<file path="src/sv/dkst_ram.sv">
// Generic single-write, single-read RAM with registered read data.
module dkst_ram #(
   parameter int WIDTH = 8,
   parameter int DEPTH = 64
) (
   input  logic                     clock,
   input  logic                     wr_en,
   input  logic [$clog2(DEPTH)-1:0] wr_addr,
   input  logic [WIDTH-1:0]         wr_data,
   input  logic                     rd_en,
   input  logic [$clog2(DEPTH)-1:0] rd_addr,
   output logic [WIDTH-1:0]         rd_data
);
   logic [WIDTH-1:0] mem [DEPTH];
   logic [WIDTH-1:0] rd_data_ff;

   always_ff @(posedge clock) begin
      if (wr_en) begin
         mem[wr_addr] <= wr_data;
      end
      if (rd_en) begin
         rd_data_ff <= mem[rd_addr];
      end
   end

   assign rd_data = rd_data_ff;
endmodule

</file>
<file path="config.mk">
export PLATFORM = sky130hd
export DESIGN_NAME = dkst_ram
export DESIGN_NICKNAME = d
export VERILOG_FILES = /design/src/sv/dkst_ram.sv
export SDC_FILE = /design/constraint.sdc
export NUM_CORES = 1
export LEC_CHECK = 0
export BUFFER_PORTS_ARGS = -buffer_cell sky130_fd_sc_hd__buf_2
export CELL_PAD_IN_SITES_DETAIL_PLACEMENT = 0
export CELL_PAD_IN_SITES_GLOBAL_PLACEMENT = 1
export CORE_MARGIN = 8
export CORE_UTILIZATION = 55
export DETAILED_ROUTE_END_ITERATION = 12
export GPL_TIMING_DRIVEN = 0
export PLACE_DENSITY_LB_ADDON = 0.1
export SYNTH_ARGS = -nofsm -noshare
export SYNTH_HDL_FRONTEND = slang
export SYNTH_SLANG_ARGS = --single-unit
</file>
<file path="constraint.sdc">
create_clock -name clock -period 3.75 [get_ports clock]
set_clock_uncertainty 0.1 [all_clocks]
set_input_delay 0.1875 -clock clock [delete_from_list [all_inputs] [get_ports clock]]
set_output_delay 0.1875 -clock clock [all_outputs]
set_load 0.02 [all_outputs]
</file>
== Yosys cells after proc, flatten, opt, wreduce, memory -nomap -nowiden ==
Memories as Yosys holds them, arrays and structs flattened. A register that Yosys moved wholly into a read port is not among the register bits.
Index checks and enable logic that the tools add are counted.
Storage, ports and cells
  bits in writable memories: 512
  memories kept: 1
  flip-flop bits (word level): 0
  output and inout port bits: 8
  logic and storage cells: 3
  bits of input ports: 23
Operators by class
  mux-type cells: 2
Memories
  mem: words 64, width 8, read ports 1, clocked after Yosys merged registers in 1, wr ports 1, RTL line 14  | logic [WIDTH-1:0] mem [DEPTH];
Operators by type and width (number)
  $mux 1: 2

== Longest topological paths before layout ==
Gate-level depths: netlist (run 1).
  depth after elaboration: 2
  mapped depth: 9
  mapped depth without buffers: 5

== Worst setup path before layout (run 1) ==
Ideal clock, no wire load.
  path kind: input to register
  start point: input rd_addr[1]
  end point: register rd_data_ff[3], in the netlist rd_data[3], read port of mem, data pin
  path buffers: 3
  setup slack: 1.656 ns
  setup time: 0.266 ns
  arrival: 1.727 ns
  cell stages on the path: 7
  data required time: 3.384 ns
  path through: buf_4 buf_2 buf_2 mux4_2 mux4_2 o21ai_1 o41ai_1
RTL lines
  start: declaration: RTL line 11  | input logic [$clog2(DEPTH)-1:0] rd_addr,
  end: declaration: RTL line 15  | logic [WIDTH-1:0] rd_data_ff;

==> results.json, run 1 <==
{
  "p_leak_nw": 7.02,
  "fin_area_sq_um": 22600,
  "grt.total_usage_pct": 22.4,
  "drive_above_1_share_pct": 24.4,
  "final_max_slew_viol_count": 0,
  "cts_resized": 0,
  "initialDrtViolationCount": 1232,
  "multi_input_area_sq_um": 4320,
  "postSynthAreaPerCell_sq_um": 21.5,
  "vias": 9825,
  "setup_violations": 0,
  "max_stage_delay_ns": 0.81,
  "cp-start-kind": "input port",
  "io_pins": 31,
  "synth_compound_gate_area_share_pct": 2.06,
  "drtPass1Iterations": 5,
  "yosysWarnings": 0,
  "p_sw_mw": 2.54,
  "dieArea_sq_um": 43200,
  "synth_fp_nets": 963,
  "wl_per_cell_um": 31.4,
  "root_buffer": "clkbuf_16",
  "synth_top_family_by_area": "multiplexers",
  "drtAntennaViolNets": 0,
  "critical_path.top_delay_family": "buffers and inverters",
  "synthTopCellsByArea": "edfxtp_1, mux4_2, nor2_1",
  "fillers": 2542,
  "outcome": "complete, no violations",
  "via_per_inst": 6.43,
  "yosysSeqAreaShare_pct": 77.1,
  "diodes": 0,
  "synth.largest_area_cell": "edfxtp_1",
  "yosysTopAreaCellShare_pct": 77.1,
  "drt-total-wl_um": 48000,
  "clk_pin_slew_worst_paths_ns": 0.06,
  "cp_slowest_cell": "buf_1",
  "synthFlopType": "edfxtp_1",
  "p_clk_share_pct": 41.2,
  "crit_buf_inv": 3,
  "clock_path_buffers": 3,
  "core_area_sq_um": 36400,
  "ir_worst_vdd_v": 0.000460,
  "rsz0062_at_grt": "false",
  "worstSetupPathType": "input port to register",
  "p_comb_share_pct": 5.3,
  "drcViolationCount": 0,
  "antenna_found_initial": 1,
  "netSwitchingFraction_pct": 21.0,
  "synth_area_sq_um": 20200,
  "slew_headroom_pct": 15.3,
  "syn2layout_area_growth_pct": 11.5,
  "synth_edf_count": 520,
  "crit_fanout": 10,
  "clock_latency_ns": 0.59,
  "die_w_um": 208,
  "dpl.hpwl_um": 30400,
  "p_int_mw": 9.54,
  "p_seq_share_pct": 53.5,
  "cts_inserted_buffers": 52,
  "grt_max_degree": 65,
  "ys_ff_latch": 520,
  "fmaxAchievable_mhz": 374,
  "fin_crit_sh_pct": 71.3,
  "tightest_slew_ns": 1.27,
  "dpl_cell_area_sq_um": 20900,
  "cp.required_ns": 3.93,
  "path_cells": "buf_4 > buf_2 > buf_1 > nand2_1 > o221ai_1 > nor2_1 > nor3_1 > o32ai_1",
  "start_util_pct": 55.6,
  "rows": 70,
  "cts.htree.levels": 2,
  "synth-simple-area-share_pct": 3.37,
  "period_minus_slack_ns": 2.67,
  "synthMostInstantiatedCell": "edfxtp_1",
  "synth_cells": 940,
  "critical_path_arrival_ns": 2.85,
  "gr-total-overflow": 0,
  "synth.area.mux_share_pct": 15.9,
  "maxCapViolations": 0,
  "grt_pass1_vias": 9775,
  "clock_sinks": 520,
  "grt_pass1_wl_um": 69000,
  "portBuffers": 22,
  "synth_common_cells": "edfxtp_1, mux4_2, nor2_1, mux2i_1, nand2_1",
  "fp.dieH_um": 208,
  "seqCellArea_sq_um": 15600,
  "synth_xor_area_share_pct": 0,
  "async_flop_share_pct": 0,
  "cts_tree": "done",
  "yosysUniqueCellTypes": 39,
  "hold_viol_final": 0,
  "end_kind": "register",
  "synthAdderAreaFrac_pct": 0,
  "power_density_nw_per_um2": 535,
  "finalSetupTns_ns": 0,
  "min_path_type": "input port to register",
  "gp_congestion": 0.872,
  "nets": 1041
}
-- area by class of cell --
type	instances	area share (%)
Clock buffer	68	6.12
Sequential cell	520	69.1
Tap cell	468	2.59
Timing Repair Buffer	24	0.576
Multi-Input combinational cell	369	19.1
Buffer	51	1.40
Clock inverter	29	1.06
-- flip-flops by register name (all words and copies together) (netlist names) --
register  flops
mem         512
rd_data       8
-- logic make-up (layout without fill, tap and decap cells) --
| group | after synthesis | in the layout |
|---|---|---|
| compound gates | 54 | 54 |
| buf+inv | 51 | 172 |
| flops | 520 | 520 |
| mux | 162 | 162 |
| simple gates | 153 | 153 |
-- power by group through the flow --
stage | sequential (mW) | combinational, mW | clock [mW]
final | 6.46 | 0.646 | 4.98
after CTS | 6.46 | 0.647 | 5.04
after floorplan | 6.59 | 0.343 | 0
after global routing | 6.46 | 0.679 | 5.27
after global placement | 6.58 | 0.635 | 0
after detailed placement | 6.59 | 0.644 | 0
-- metrics by stage --
stage / hold WS (ns) / std cells / power [mW] / utilization [%] / setup WS, ns
final: 0.228 / 1529 / 12.1 / 62.0 / 1.08
after global routing: 0.276 / 1529 / 12.4 / 62.0 / 1.05
after CTS: 0.196 / 1529 / 12.2 / 62.0 / 1.15
after detailed placement: 0.471 / 1430 / 7.23 / 57.5 / 0.545
after global placement: 0.469 / 1430 / 7.22 / 57.5 / 0.563
after floorplan: 0.186 / 940 / 6.93 / - / 1.66
-- layer usage --
layer / vias up / part of all wire [%] / global-route usage (%) / routed length [um]
met1: 5151 / 42 / 32.1 / 20300
li1: 4112 / - / - / -
met2: 477 / 47 / 34.3 / 22300
met3: 83 / 8.4 / 4.63 / 4030
met5: - / 0.019 / 0 / 9
met4: 2 / 2.9 / 7.54 / 1370
-- worst min-delay path: cells and delay by family --
family	cells	cell delay (ns)
buffers and inverters	1	0.21
and+or+nand+nor	2	0.31
-- final timing paths --
kind | from | slack (ns) | depth (start not counted) | end
worst min-delay path | wr_addr[2] | 0.23 | 3 | mem[54][3]$_DFFE_PP_
worst max-delay path | rd_addr[1] | 1.08 | 8 | rd_data[6]$_DFFE_PP_
worst min register to register | mem[6][7]$_DFFE_PP_ | 0.85 | 4 | rd_data[7]$_DFFE_PP_
worst max register to register | mem[21][6]$_DFFE_PP_ | 1.37 | 5 | rd_data[6]$_DFFE_PP_
-- cell usage in the layout, fill, tap and decap left out, drive strengths merged, types with 2 or more instances in the layout --
master       instances
a22oi                3
bufinv               4
a21oi                3
nor4                 2
o2bb2ai              3
mux2                13
nor3                 7
nand3b               3
o22ai                8
nor2                83
o21a                 2
o221a                2
a2111oi              2
mux4               126
inv                  3
nand3               13
nand4                2
o32ai                2
a221oi               6
dlygate4sd3          2
nor2b               14
o2111ai              3
o21ai                4
edfxtp             520
mux2i               23
o41ai                2
nand2               19
nand2b               7
buf                 56
clkinv              22
o221ai               8
clkbuf              85
a211oi               4
-- what timing repair did --
action,CTS,global route
buffers inserted,0,0
hold buffers,2,0
hold endpoints to repair,10,0
(Power assumes the default switching activity.)
==> inputs of run 2 (changes only) <==
--- a/config.mk
+++ b/config.mk
@@ -9,7 +9,7 @@
 export CELL_PAD_IN_SITES_DETAIL_PLACEMENT = 0
 export CELL_PAD_IN_SITES_GLOBAL_PLACEMENT = 1
 export CORE_MARGIN = 8
-export CORE_UTILIZATION = 55
+export CORE_UTILIZATION = 50
 export DETAILED_ROUTE_END_ITERATION = 12
 export GPL_TIMING_DRIVEN = 0
 export PLACE_DENSITY_LB_ADDON = 0.1
==> constraint.sdc (replaced) <==
create_clock -name clock -period 2.3 [get_ports clock]
set_clock_uncertainty 0.1 [all_clocks]
set_input_delay 0.115 -clock clock [delete_from_list [all_inputs] [get_ports clock]]
set_output_delay 0.115 -clock clock [all_outputs]
set_load 0.02 [all_outputs]
==> run 2 against run 1 <==
- wire length up 4.1%
- first-iteration DRC count down 20%
- largest power group unchanged
- largest cell class unchanged
- register-to-register slack worse by 1.3 ns
- highest routed layer unchanged
- power up 67%
- critical path depth down 1
- critical endpoint is now rd_data[7]$_DFFE_PP_
==> results.json, run 2 (synthesis gave the netlist of run 1 again) <==
{
  "outcome": "complete, no violations",
  "slew_headroom_pct": 14.9,
  "dieArea_sq_um": 47200,
  "timing.rr.end": "rd_data[4]$_DFFE_PP_",
  "fin_ws_ns": 0.0422,
  "drt-total-wl_um": 50000,
  "rsz0062_at_grt": "false",
  "portBuffers": 22,
  "clock_sinks": 520,
  "hold_start": "wr_en",
  "layout_common_cells": "edfxtp_1, mux4_2, nor2_1, clkbuf_16, buf_2",
  "rrSetupSlack_ns": 0.04,
  "post-place-ws_ns": -0.936,
  "period_minus_slack_ns": 2.26,
  "start_util_pct": 50.8,
  "hold_viol_final": 0,
  "cts_tree": "done",
  "fin_crit_sh_pct": 98.2,
  "cp-start-kind": "input port",
  "p_total_mw": 20.2,
  "grt_pass1_wl_um": 72100,
  "worstSetupStartpoint": "rd_addr[1]",
  "maxCapViolations": 0,
  "fin_util_pct": 57.3,
  "syn2layout_area_growth_pct": 12.8,
  "rr_startpoint": "mem[17][4]$_DFFE_PP_",
  "drive_above_1_share_pct": 26.2,
  "p_leak_nw": 7.10,
  "clk_pin_slew_worst_paths_ns": 0.06,
  "vias": 9830,
  "tightest_slew_ns": 1.28,
  "io_pins": 31,
  "core_area_sq_um": 39800,
  "diodes": 0,
  "dpl.hpwl_um": 31300,
  "gr-total-overflow": 0,
  "antenna_found_initial": 1,
  "finalSetupTns_ns": 0,
  "min_path_type": "input port to register",
  "rows": 73,
  "cts_setup_buffers": 0,
  "gp_congestion": 0.887,
  "root_buffer": "clkbuf_16",
  "final_max_slew_viol_count": 0,
  "via_per_inst": 6.21,
  "largest_reg_flops": 512,
  "fp.dieH_um": 217,
  "clock_latency_ns": 0.59,
  "initialDrtViolationCount": 981,
  "end_kind": "register",
  "drtPass1Iterations": 5,
  "cts.htree.levels": 2,
  "reg2regPathDepth": 5,
  "nets": 1041,
  "cp.required_ns": 2.50,
  "power_density_nw_per_um2": 886,
  "top_register": "mem",
  "crit_fanout": 10,
  "whs_endpoint": "mem[48][6]$_DFFE_PP_",
  "critical_path_arrival_ns": 2.46,
  "drcViolationCount": 0,
  "setup_violations": 0,
  "final_common_cell": "edfxtp_1",
  "grt.total_usage_pct": 21.5,
  "grt_max_degree": 65,
  "drtAntennaViolNets": 0,
  "worstSetupPathType": "input port to register",
  "cts_inserted_buffers": 52,
  "clock_path_buffers": 3,
  "grt_pass1_vias": 9964,
  "die_w_um": 217,
  "ir_worst_vdd_v": 0.000626,
  "fmaxAchievable_mhz": 443,
  "hold_path_depth": 3,
  "wl_per_cell_um": 31.6
}
## run 2: report_power, final
part / leakage [nW] / total [mW] / internal [mW] / switching, mW
registers: 4.69 / 10.5 / 10.5 / 0.0156
clock network: 0.836 / 8.60 / 5.10 / 3.51
logic: 1.58 / 1.09 / 0.380 / 0.711
## run 2: through the flow
stage / hold WS (ns) / cells / area [sq um]
global route: 0.122 / 1583 / 22800
floorplan: 0.114 / 940 / 20200
CTS: 0.120 / 1583 / 22800
detailed placement: 0.430 / 1487 / 21000
finish: 0.0975 / 1583 / 22800
global placement: 0.425 / 1487 / 21000
## run 2: critical path, cell delays in order
cell	delay [ns]
buf_4	0.20
buf_4	0.32
buf_2	0.39
mux4_2	0.40
mux4_2	0.52
o21ai_0	0.33
nand2_1	0.17
## run 2: final cells by class
class | instances | area (sq um)
Fill cell | 3011 | 17000
Timing Repair Buffer | 25 | 138
Tap cell | 525 | 657
Sequential cell | 520 | 15600
Buffer | 50 | 338
Multi-Input combinational cell | 369 | 4370
Clock inverter | 30 | 343
Clock buffer | 64 | 1370
## run 2: worst max path at each step
stage	end	slack [ns]	cells after the start
after floorplan	rd_data[3]$_DFFE_PP_	0.28	7
after global placement	rd_data[4]$_DFFE_PP_	-0.94	8
after detailed placement	rd_data[4]$_DFFE_PP_	-0.94	8
after CTS	rd_data[3]$_DFFE_PP_	0.005	9
after global routing	rd_data[2]$_DFFE_PP_	0.007	5
final	rd_data[7]$_DFFE_PP_	0.04	7
## run 2: routing by layer
layer	vias up	GRT usage, %	routed length (um)
met3	75	4.73	3950
met4	2	6.70	1220
met2	405	31.9	22700
li1	4104	-	-
met5	-	0	14
met1	5244	31.6	22100
## run 2: timing repair
item | 4_1_cts | 5_1_grt
hold endpoints to repair | 10 | 0
hold buffers | 2 | 0
resized for setup | 14 | 7
pin swaps | 0 | 1
setup endpoints to repair | 6 | 8
cloned | 0 | 0
